--- src/rtl/lfdt_pkg.sv ---
// Shared types and constants for the lowest-free descriptor table.
// Used by lfdt_ctrl, lfdt_datapath, the top level and the checker.
package lfdt_pkg;

    // Command codes carried in the input item
    localparam logic [1:0] CMD_CREATE = 2'd0;
    localparam logic [1:0] CMD_LOOKUP = 2'd1;
    localparam logic [1:0] CMD_FREE   = 2'd2;

    // Status codes carried in the result item
    localparam logic [1:0] ST_OK         = 2'd0;
    localparam logic [1:0] ST_NO_HANDLE  = 2'd1;
    localparam logic [1:0] ST_TABLE_FULL = 2'd2;
    localparam logic [1:0] ST_BAD_FD     = 2'd3;

    // Field widths and stream widths
    localparam int CMD_W       = 2;
    localparam int SLOT_W      = 16;
    localparam int HANDLE_W    = 32;
    localparam int STATUS_W    = 2;
    localparam int IN_TDATA_W  = 56;
    localparam int OUT_TDATA_W = 56;

    // Bitmap memory word: one used bit per slot
    localparam int WORD_BITS = 32;
    localparam int BIT_W     = 5;

    typedef enum logic [2:0] {
        S_CLEAR,
        S_IDLE,
        S_EXEC,
        S_SCAN,
        S_FETCH,
        S_RESP
    } state_t;

    // Controller to datapath
    typedef struct packed {
        logic clear_en;
        logic accept;
        logic exec;
        logic scan_step;
        logic fetch;
        logic out_from_exec;
        logic out_from_reg;
    } dp_cmd_t;

    // Datapath to controller
    typedef struct packed {
        logic clear_last;
        logic create_ok;
        logic scan_done;
        logic out_free;
    } dp_stat_t;

endpackage

--- src/rtl/lfdt_ctrl.sv ---
// Controller state machine for the descriptor table.
// Depends on lfdt_pkg; drives lfdt_datapath through dp_cmd_t.
module lfdt_ctrl
    import lfdt_pkg::*;
(
    input  logic     aclk,
    input  logic     aresetn,
    input  logic     s_tvalid,
    output logic     s_tready,
    input  dp_stat_t stat,
    output dp_cmd_t  cmd
);

    state_t state_reg;
    state_t state_next;

    // State register
    always_ff @(posedge aclk) begin
        if (!aresetn) begin
            state_reg <= S_CLEAR;
        end else begin
            state_reg <= state_next;
        end
    end

    // Next state
    always_comb begin
        state_next = state_reg;
        case (state_reg)
            S_CLEAR: begin
                if (stat.clear_last) begin
                    state_next = S_IDLE;
                end
            end
            S_IDLE: begin
                if (s_tvalid) begin
                    state_next = S_EXEC;
                end
            end
            S_EXEC: begin
                if (stat.create_ok) begin
                    state_next = S_SCAN;
                end else if (stat.out_free) begin
                    state_next = S_IDLE;
                end else begin
                    state_next = S_RESP;
                end
            end
            S_SCAN: begin
                if (!stat.scan_done) begin
                    state_next = S_FETCH;
                end else if (stat.out_free) begin
                    state_next = S_IDLE;
                end else begin
                    state_next = S_RESP;
                end
            end
            S_FETCH: begin
                state_next = S_SCAN;
            end
            S_RESP: begin
                if (stat.out_free) begin
                    state_next = S_IDLE;
                end
            end
            default: begin
                state_next = S_CLEAR;
            end
        endcase
    end

    // Datapath commands
    always_comb begin
        cmd      = '0;
        s_tready = 1'b0;
        case (state_reg)
            S_CLEAR: begin
                cmd.clear_en = 1'b1;
            end
            S_IDLE: begin
                s_tready   = 1'b1;
                cmd.accept = s_tvalid;
            end
            S_EXEC: begin
                cmd.exec          = 1'b1;
                cmd.out_from_exec = !stat.create_ok && stat.out_free;
            end
            S_SCAN: begin
                cmd.scan_step    = 1'b1;
                cmd.out_from_reg = stat.scan_done && stat.out_free;
            end
            S_FETCH: begin
                cmd.fetch = 1'b1;
            end
            S_RESP: begin
                cmd.out_from_reg = stat.out_free;
            end
            default: begin
                cmd = '0;
            end
        endcase
    end

endmodule

--- config.mk ---
export PLATFORM = sky130hd
export DESIGN_NAME = lfdt_ctrl
export DESIGN_NICKNAME = d
export VERILOG_FILES = /design/src/rtl/lfdt_pkg.sv /design/src/rtl/lfdt_ctrl.sv
export SDC_FILE = /design/constraint.sdc
export NUM_CORES = 1
export LEC_CHECK = 0
export ABC_AREA = 1
export BUFFER_PORTS_ARGS = -buffer_cell sky130_fd_sc_hd__buf_2
export CORE_AREA = 2 2 39 41
export DETAILED_ROUTE_END_ITERATION = 8
export DIE_AREA = 0 0 41 43
export PLACE_DENSITY = 0.44
export SYNTH_ARGS = -nofsm -noshare
export SYNTH_HDL_FRONTEND = slang
export SYNTH_SLANG_ARGS = --single-unit
--- constraint.sdc ---
create_clock -name aclk -period 1.3 [get_ports aclk]
set_clock_uncertainty 0.2 [all_clocks]
set_input_delay 0.13 -clock aclk [delete_from_list [all_inputs] [get_ports aclk]]
set_output_delay 0.13 -clock aclk [all_outputs]
set_load 0.1 [all_outputs]
==> flow_metrics.env, run 1 <==
export IMPL_hold_viol_final=0
export IMPL_drv_cap=0
export IMPL_multi_input_area_um2=248
export IMPL_cts_sinks=3
export IMPL_ys_flop_type="dfxtp_1"
export IMPL_path_clk_slew_ns=0.04
export IMPL_endpoint_kind="primary output"
export IMPL_ys_top_cells_by_count="9 x inv_1, 8 x nand2_1, 7 x nor2_1"
export IMPL_p_int_uw=409
export IMPL_vias=381
export IMPL_antenna_cells=0
export IMPL_synth_seq_cells=3
export IMPL_leakage_nw=0.336
export IMPL_worst_slew_pin_slew_ns=0.170
export IMPL_io_buffer_count=14
export IMPL_hp_class="in -> reg"
export IMPL_synth_area_um2=263
export IMPL_antenna_found_initial=0
export IMPL_synth_net_count=54
export IMPL_fmax_ghz=0.653
export IMPL_startpoint_type="flip-flop"
export IMPL_placementRows=14
export IMPL_ctsLongestPathBuffers=2
export IMPL_cts_tree="built"
export IMPL_largest_register_ffs=3
export IMPL_final_core_util_pct=51.6
export IMPL_worstSetupPathType="reg -> out"
export IMPL_yosysMostFrequentCell="inv_1"
export IMPL_yosysWarnings=0
export IMPL_p_sw_share_pct=47.8
export IMPL_fin_crit_sh_pct=118
export IMPL_p_comb_share_pct=63.4
export IMPL_synth_area_top_cells="dfxtp_1 23%, inv_1 13%, nand2_1 11%"
export IMPL_setup_ws_ns=-0.232
export IMPL_cts_buffers=3
export IMPL_syn_to_final_growth_pct=172
export IMPL_gp_congestion=0.770
export IMPL_drt_iter0_drc=2
export IMPL_coreArea_mm2=0.00138
export IMPL_yosysUniqueCellTypes=14
export IMPL_ir_drop_mv=0.671
export IMPL_routed_via_density=4.19
export IMPL_netlist_instances=47
export IMPL_required_ns=0.97
export IMPL_synthArstFlopShare_pct=0
export IMPL_drcViolationCount=0
export IMPL_start_util_pct=19.0
export IMPL_cp_arrival_ns=1.20
export IMPL_clk_latency_ns=0.23
export IMPL_ant_nets=0
export IMPL_grt_max_degree=8
export IMPL_dp_slack_ns=-0.0299
export IMPL_finalInstanceArea_um2=714
export IMPL_wire_per_inst_um=9.90
export IMPL_setup_viol=11
export IMPL_routed_wl_um=901
export IMPL_cp_max_fo=3
export IMPL_rsz0062_at_grt="true"
export IMPL_cpMaxStageDelayCell="dfxtp_4"
export IMPL_powerDensity_mw_per_mm2=1100
export IMPL_post_dp_hpwl_um=603
export IMPL_cp_common_cell="inv_4"
export IMPL_max_slew_margin_pct=88.6
export IMPL_grt_pass1_wl_um=1530
export IMPL_seq_power_share_pct=16.0
export IMPL_violations="setup timing"
export IMPL_p_sw_uw=375
export IMPL_power_total_uw=785
export IMPL_seq_area_um2=71.3
export IMPL_drv_slew=0
export IMPL_syn_avg_cell_area_um2=5.59
export IMPL_drive_gt1_share_pct=74.7
export IMPL_final_fill_count=150
export IMPL_fin_nets=83
export IMPL_dpl_cell_area_um2=557
export IMPL_path_delay_family="buffers and inverters"
export IMPL_firstDrtPassIters=2
export IMPL_grt_pass1_vias=397
export IMPL_critPathMaxStageDelay_ns=0.36
export IMPL_grt_remaining_overflow=0
export IMPL_synth_top_cell_by_area="dfxtp_1"
export IMPL_power_share_clock_pct=20.6
export IMPL_synth_seq_area_share_pct=22.9
export IMPL_crit_chain="inv_4 > nor2_4 > nand2_2 > buf_6 > inv_4 > buf_12"
export IMPL_yosys_area_top_type_share_pct=22.9
export IMPL_synth_edf_count=0
export IMPL_ios=15
export IMPL_die_w_um=41
export IMPL_dieArea_mm2=0.00176
export IMPL_worst_path_buf_inv=4
export IMPL_holdWs_ns=0.0483
export IMPL_grt_util_all_layers_pct=12.7
export IMPL_fin_crit_ns=1.53
export IMPL_htreeDepth=1
export IMPL_status="finished with violations"
export IMPL_root_buffer="clkbuf_4"
export IMPL_fp_dieH_um=43
==> cells by family (layout without fill, tap and decap cells) <==
kind of cell	after synthesis	in the layout	synth area share, %
and+or+nand+nor	25	25	46.7
DFF	3	3	22.9
AOI/OAI and AO/OA	5	5	10.5
buffers and inverters	14	42	20.0
==> power groups by stage <==
stage	combinational (mW)	sequential [mW]	clock (mW)
final	0.498	0.125	0.162
after detailed placement	0.425	0.120	0
after global routing	0.521	0.127	0.179
after CTS	0.485	0.124	0.170
after floorplan	0.287	0.117	0
after global placement	0.426	0.119	0
==> path summary, 6_finish.rpt <==
check        depth (start not counted)                   endpoint                      start  slack, ns
max                                  6                     cmd[4]  state_reg[1]$_SDFFE_PN0P_      -0.23
min reg2reg                          4  state_reg[0]$_SDFFE_PN0P_  state_reg[1]$_SDFFE_PN0P_       0.43
min                                  5  state_reg[0]$_SDFFE_PN0P_                    stat[3]       0.05
max reg2reg                         10  state_reg[2]$_SDFFE_PN0P_  state_reg[1]$_SDFFE_PN0P_      -0.07
==> through the flow <==
stage	TNS [ns]	std cells
2_1_floorplan	-1.51	47
3_3_place_gp	-0.0696	80
3_5_place_dp	-0.0965	80
4_1_cts	-1.72	91
5_1_grt	-2.23	91
6_report	-1.62	91
==> what timing repair did <==
item                       CTS  global route
hold buffers                 1             0
buffers inserted             6             1
pin swaps                    5             1
resized for setup           19             6
hold endpoints to repair     3             0
setup endpoints to repair   11            11
==> layout make-up <==
type	count	share of cell area [%]
clock buffer	4	3.68
sequential	3	9.98
inverter	14	9.28
multi-input combinational	30	34.7
tap	16	2.80
timing repair buffer	24	39.6
==> worst register-to-register path: stages (launching register included) <==
cell and delay [ns]:
dfxtp_4 0.36, inv_4 0.04, nor2_4 0.13, nand2_2 0.09, buf_6 0.13, inv_4 0.06, buf_6 0.09, nand3_2 0.06
nand3_2 0.07, nand2_2 0.05, inv_2 0.04
==> cells in the final DEF (no fill, tap or decap) <==
master and instances:
nor2_1 2, o21ai_2 2, inv_2 3, dlygate4sd3_1 1, inv_1 6, nand3_4 1
nand4_1 2, clkinvlp_4 1, dfxtp_4 3, o21a_1 1, buf_4 5, nand3_2 3
nand2_2 3, inv_4 4, a21oi_1 1, buf_2 6, o21ai_4 1, clkbuf_1 1
buf_12 8, nor3_4 1, nor2_2 2, nand2_1 5, clkbuf_4 3, nor2_4 6
buf_6 4
==> layer usage <==
metal  routed length, um  global-route usage, %  up-vias
met1                 343                   14.7      173
met2                 508                   19.7        9
met3                  49                   3.14        0
met5                   0                      0        -
li1                    -                      -      199
met4                   0                   8.00        0
(Power assumes the default switching activity.)
==> inputs of run 2 (changes only) <==
ABC_AREA = 0   (was 1)
PLACE_DENSITY = 0.41   (was 0.44)
clock period = 1.8 ns   (was 1.3 ns; I/O delays follow)
==> flow_metrics.env, run 2 <==
export IMPL_fin_crit_ns=1.73
export IMPL_max_slew_margin_pct=67.9
export IMPL_setup_ws_ns=0.0731
export IMPL_synth_top_cell_by_area="dfxtp_1"
export IMPL_ctsHoldBuffers=1
export IMPL_reg2regPathDepth=3
export IMPL_final_common_cell="buf_2"
export IMPL_synth_area_um2=219
export IMPL_grt_max_degree=8
export IMPL_grt_remaining_overflow=0
export IMPL_drv_slew=0
export IMPL_synth_seq_area_share_pct=27.4
export IMPL_drcViolationCount=0
export IMPL_seq_power_share_pct=22.2
export IMPL_post_dp_hpwl_um=482
export IMPL_firstDrtPassIters=2
export IMPL_cts_tree="built"
export IMPL_ys_top_cells_by_count="3 x dfxtp_1, 3 x nor2_1"
export IMPL_fin_nets=55
export IMPL_ys_flop_type="dfxtp_1"
export IMPL_vias=256
export IMPL_p_sw_share_pct=42.0
export IMPL_root_buffer="clkbuf_4"
export IMPL_cp_arrival_ns=1.35
export IMPL_coreArea_mm2=0.00138
export IMPL_startpoint_type="flip-flop"
export IMPL_syn_avg_cell_area_um2=7.82
export IMPL_post_cts_buffers=0
export IMPL_layout_cells_most_common_list="8 x buf_2, 6 x buf_12, 3 x clkbuf_4"
export IMPL_seq_area_um2=62.6
export IMPL_leakage_nw=0.189
export IMPL_drv_cap=0
export IMPL_final_core_util_pct=35.1
export IMPL_worst_slew_pin_slew_ns=0.485
export IMPL_cp_max_fo=7
export IMPL_die_w_um=41
export IMPL_post_cts_resize_count=0
export IMPL_rsz0062_at_grt="false"
export IMPL_hp_class="in -> reg"
export IMPL_start_util_pct=15.8
export IMPL_gp_congestion=0.703
export IMPL_ios=15
export IMPL_synthArstFlopShare_pct=0
export IMPL_clk_latency_ns=0.23
export IMPL_dp_slack_ns=0.313
export IMPL_ant_nets=0
export IMPL_yosys_area_top_type_share_pct=27.4
export IMPL_crit_start="state_reg[2]$_SDFFE_PN0P_"
export IMPL_reg2reg_to="state_reg[2]$_SDFFE_PN0P_"
export IMPL_synth_area_top_cells="dfxtp_1 27%, and2_1 5.7%, nand2b_1 5.7%"
export IMPL_synth_seq_cells=3
export IMPL_powerDensity_mw_per_mm2=739
export IMPL_yosysWarnings=0
export IMPL_grt_pass1_vias=268
export IMPL_synth_edf_count=0
export IMPL_htreeDepth=1
export IMPL_drive_gt1_share_pct=57.4
export IMPL_multi_input_area_um2=199
export IMPL_routed_wl_um=591
export IMPL_yosysUniqueCellTypes=19
export IMPL_fin_crit_sh_pct=95.9
export IMPL_ctsLongestPathBuffers=2
export IMPL_antenna_found_initial=0
export IMPL_status="finished clean"
export IMPL_required_ns=1.42
export IMPL_final_fill_count=151
export IMPL_grt_util_all_layers_pct=8.53
export IMPL_fmax_ghz=0.579
export IMPL_cts_sinks=3
export IMPL_r2r_slack_ns=0.44
export IMPL_setup_viol=0
export IMPL_fp_dieH_um=43
export IMPL_routed_via_density=4.06
export IMPL_synth_net_count=35
export IMPL_wire_per_inst_um=9.38
export IMPL_rr_startpoint="state_reg[0]$_SDFFE_PN0P_"
export IMPL_holdWs_ns=0.0417
export IMPL_hold_viol_final=0
export IMPL_p_comb_share_pct=45.1
export IMPL_p_sw_uw=151
export IMPL_dieArea_mm2=0.00176
export IMPL_largest_register_ffs=3
export IMPL_p_int_uw=208
export IMPL_power_share_clock_pct=32.7
export IMPL_netlist_instances=28
export IMPL_ir_drop_mv=0.299
export IMPL_worstSetupPathType="reg -> out"
export IMPL_grt_pass1_wl_um=993
export IMPL_io_buffer_count=14
export IMPL_endpoint_kind="primary output"
export IMPL_path_clk_slew_ns=0.04
export IMPL_drt_iter0_drc=5
export IMPL_syn_to_final_growth_pct=122
export IMPL_crit_path_end="cmd[1]"
export IMPL_placementRows=14
export IMPL_cts_buffers=3
export IMPL_antenna_cells=0
## run 2: cell types whose count changed in the layout (fill, tap and decap cells not counted), moves of 3 or more
cell	delta
inv_2	-3
dfxtp_4	-3
inv_1	-6
inv_4	-4
buf_4	-4
nand3_2	-3
nand2_2	-3
buf_6	-4
nor2_4	-6
nand2_1	-3
## run 2: kinds of logic after synthesis
family | count (synthesis) | synth area share [%]
AND/OR/NAND/NOR | 17 | 47.4
AO/OA/AOI/OAI | 7 | 22.9
flip-flops | 3 | 27.4
buffers and inverters | 1 | 2.28
## run 2: metal layers
metal  share of wire [%]  up-vias  track usage, %
li1                    -      139               -
met1                  46      111            9.94
met2                  48        6            11.3
met3                 5.2        0            3.14
met4                   0        0            8.00
met5                   0        -               0
## run 2: area by class of cell
type                    instances  area share, %
clock buffers                   4           5.41
flip-flops and latches          3           12.9
repair buffers                 16           36.6
multi-input cells              24           41.0
well taps                      16           4.12
## run 2: power by group through the flow
stage	clock (mW)	sequential, mW	combinational, mW
3_3_place_gp	0	0.0805	0.163
4_1_cts	0.124	0.0798	0.163
6_report	0.117	0.0797	0.162
3_5_place_dp	0	0.0809	0.161
5_1_grt	0.131	0.0809	0.168
2_1_floorplan	0	0.0774	0.117
## run 2: through the flow
step | setup TNS (ns) | total power [mW] | cell area [um2] | cells
after detailed placement | 0 | 0.242 | 449 | 58
after floorplan | -1.43 | 0.195 | 267 | 28
final | 0 | 0.359 | 485 | 63
after global routing | 0 | 0.379 | 485 | 63
after global placement | 0 | 0.243 | 449 | 58
after CTS | 0 | 0.367 | 485 | 63
## run 2: critical path, stage by stage (launching register included)
cell	delay, ns
dfxtp_2	0.35
nand2b_1	0.22
nor4b_4	0.33
buf_12	0.21
## run 2: how the worst min path moves through the flow
stage / start / end / slack (ns) / cells past startpoint
5_1_grt: stat[3] / state_reg[0]$_SDFFE_PN0P_ / 0.05 / 3
3_3_place_gp: aresetn / state_reg[1]$_SDFFE_PN0P_ / 0.24 / 2
6_report: stat[3] / state_reg[0]$_SDFFE_PN0P_ / 0.04 / 3
3_5_place_dp: aresetn / state_reg[1]$_SDFFE_PN0P_ / 0.23 / 2
4_1_cts: stat[3] / state_reg[0]$_SDFFE_PN0P_ / 0.04 / 3
2_1_floorplan: aresetn / state_reg[1]$_SDFFE_PN0P_ / 0.10 / 1
==> inputs of run 3 (changes only) <==
ABC_AREA = 1   (was 0)
PLACE_DENSITY = 0.44   (was 0.41)
==> flow_metrics.env, run 3 (synthesis results as in run 1) <==
export IMPL_multi_input_area_um2=173
export IMPL_routed_wl_um=662
export IMPL_path_clk_slew_ns=0.03
export IMPL_critPathMaxStageDelay_ns=0.45
export IMPL_drcViolationCount=0
export IMPL_path_delay_family="buffers and inverters"
export IMPL_cp_arrival_ns=1.31
export IMPL_fin_cells=82
export IMPL_clk_latency_ns=0.23
export IMPL_dieArea_mm2=0.00176
export IMPL_ctsLongestPathBuffers=2
export IMPL_post_cts_buffers=0
export IMPL_syn_to_final_growth_pct=91.9
export IMPL_grt_pass1_vias=267
export IMPL_fin_crit_sh_pct=93.9
export IMPL_drv_cap=0
export IMPL_dpl_cell_count=77
export IMPL_dpl_cell_area_um2=465
export IMPL_hold_viol_final=0
export IMPL_antenna_found_initial=0
export IMPL_dp_slack_ns=0.299
export IMPL_startpoint_type="flip-flop"
export IMPL_coreArea_mm2=0.00138
export IMPL_io_buffer_count=14
export IMPL_powerDensity_mw_per_mm2=928
export IMPL_hp_class="in -> reg"
export IMPL_cpMaxStageDelayCell="dfxtp_1"
export IMPL_drive_gt1_share_pct=48.5
export IMPL_root_buffer="clkbuf_4"
export IMPL_ir_drop_mv=0.353
export IMPL_endpoint_kind="primary output"
export IMPL_crit_chain="nand3_2 > inv_1 > buf_2"
export IMPL_routed_via_density=3.90
export IMPL_final_core_util_pct=36.4
export IMPL_wire_per_inst_um=8.07
export IMPL_cp_max_fo=7
export IMPL_fin_nets=74
export IMPL_gp_congestion=0.728
export IMPL_grt_pass1_wl_um=1020
export IMPL_drv_slew=0
export IMPL_ios=15
export IMPL_grt_util_met3_pct=3.14
export IMPL_gr_max_usage_layer="met2"
export IMPL_worst_slew_pin_slew_ns=0.486
export IMPL_grt_max_degree=8
export IMPL_cts_buffers=3
export IMPL_post_dp_hpwl_um=549
export IMPL_cts_sinks=3
export IMPL_die_w_um=41
export IMPL_met1_usage_pct=10.9
export IMPL_vias=320
export IMPL_rsz0062_at_grt="false"
export IMPL_worst_path_buf_inv=2
export IMPL_ant_nets=0
export IMPL_grt_remaining_overflow=0
export IMPL_drt_iter0_drc=2
export IMPL_setup_viol=0
export IMPL_max_slew_margin_pct=67.8
export IMPL_leakage_nw=0.273
export IMPL_antenna_cells=0
export IMPL_htreeDepth=1
export IMPL_firstDrtPassIters=3
export IMPL_final_fill_count=145
export IMPL_status="finished clean"
export IMPL_final_common_cell="inv_1"
export IMPL_seq_area_um2=60.1
export IMPL_layout_cells_most_common_list="9 x inv_1, 8 x nand2_1, 7 x buf_2"
export IMPL_cts_tree="built"
export IMPL_worstSetupPathType="reg -> out"
export IMPL_start_util_pct=19.0
export IMPL_largest_register_ffs=3
export IMPL_holdWs_ns=0.109
export IMPL_required_ns=1.42
export IMPL_grt_util_all_layers_pct=8.93
export IMPL_placementRows=14
export IMPL_finalInstanceArea_um2=504
export IMPL_fmax_ghz=0.591
export IMPL_setup_ws_ns=0.109
export IMPL_fp_dieH_um=43
export IMPL_fin_crit_ns=1.69
export IMPL_met2_usage_pct=11.6
[run 3: changes by cell type in the layout (fill, tap and decap cells not counted), moves of 3 or more]
cell | before | now
nor2_2 | 2 | 6
nand2_1 | 2 | 8
nor2_1 | 1 | 4
inv_2 | 0 | 5
inv_1 | 0 | 9
[run 3: final timing paths]
| kind | from | endpoint | slack (ns) | cells after the start |
|---|---|---|---|---|
| min | stat[3] | state_reg[0]$_SDFFE_PN0P_ | 0.11 | 5 |
| min reg2reg | state_reg[1]$_SDFFE_PN0P_ | state_reg[0]$_SDFFE_PN0P_ | 0.47 | 4 |
| max reg2reg | state_reg[2]$_SDFFE_PN0P_ | state_reg[2]$_SDFFE_PN0P_ | 0.48 | 7 |
| max | state_reg[0]$_SDFFE_PN0P_ | s_tready | 0.11 | 3 |
[run 3: where the power goes]
| group | leakage (nW) | switching (mW) | internal (mW) | total, mW |
|---|---|---|---|---|
| Combinational | 0.233 | 0.187 | 0.0799 | 0.267 |
| Clock | 0.0150 | 0.0337 | 0.0830 | 0.117 |
| Sequential | 0.0246 | 0.0107 | 0.0738 | 0.0846 |
[run 3: timing repair]
action                     in CTS  in global routing
resized for setup               0                  1
hold endpoints to repair        2                  0
setup endpoints to repair       0                  1
hold buffers                    1                  0
[run 3: final cells by class]
class	count	share of cell area [%]
multi-input combinational	30	34.2
timing repair buffer	15	34.2
sequential	3	11.9
inverter	14	10.4
clock buffer	4	5.21
tap	16	3.97
[run 3: stage by stage]
step,total power [mW],TNS (ns)
floorplan,0.274,-0.111
global placement,0.351,0
detailed placement,0.351,0
CTS,0.475,0
global route,0.497,0
finish,0.468,0
[run 3: layer usage]
layer / part of all wire [%] / vias up
met2: 45 / 9
met4: 0 / 0
li1: - / 182
met5: 0 / -
met3: 7.1 / 0
met1: 48 / 129
[run 3: worst register-to-register path, cell delays in order (launching register included)]
cell and delay (ns):
dfxtp_1 0.44, nor2_2 0.09, nand2_1 0.17, inv_2 0.08, nand3_1 0.07, nand3_1 0.08
nand2_1 0.06, inv_1 0.03
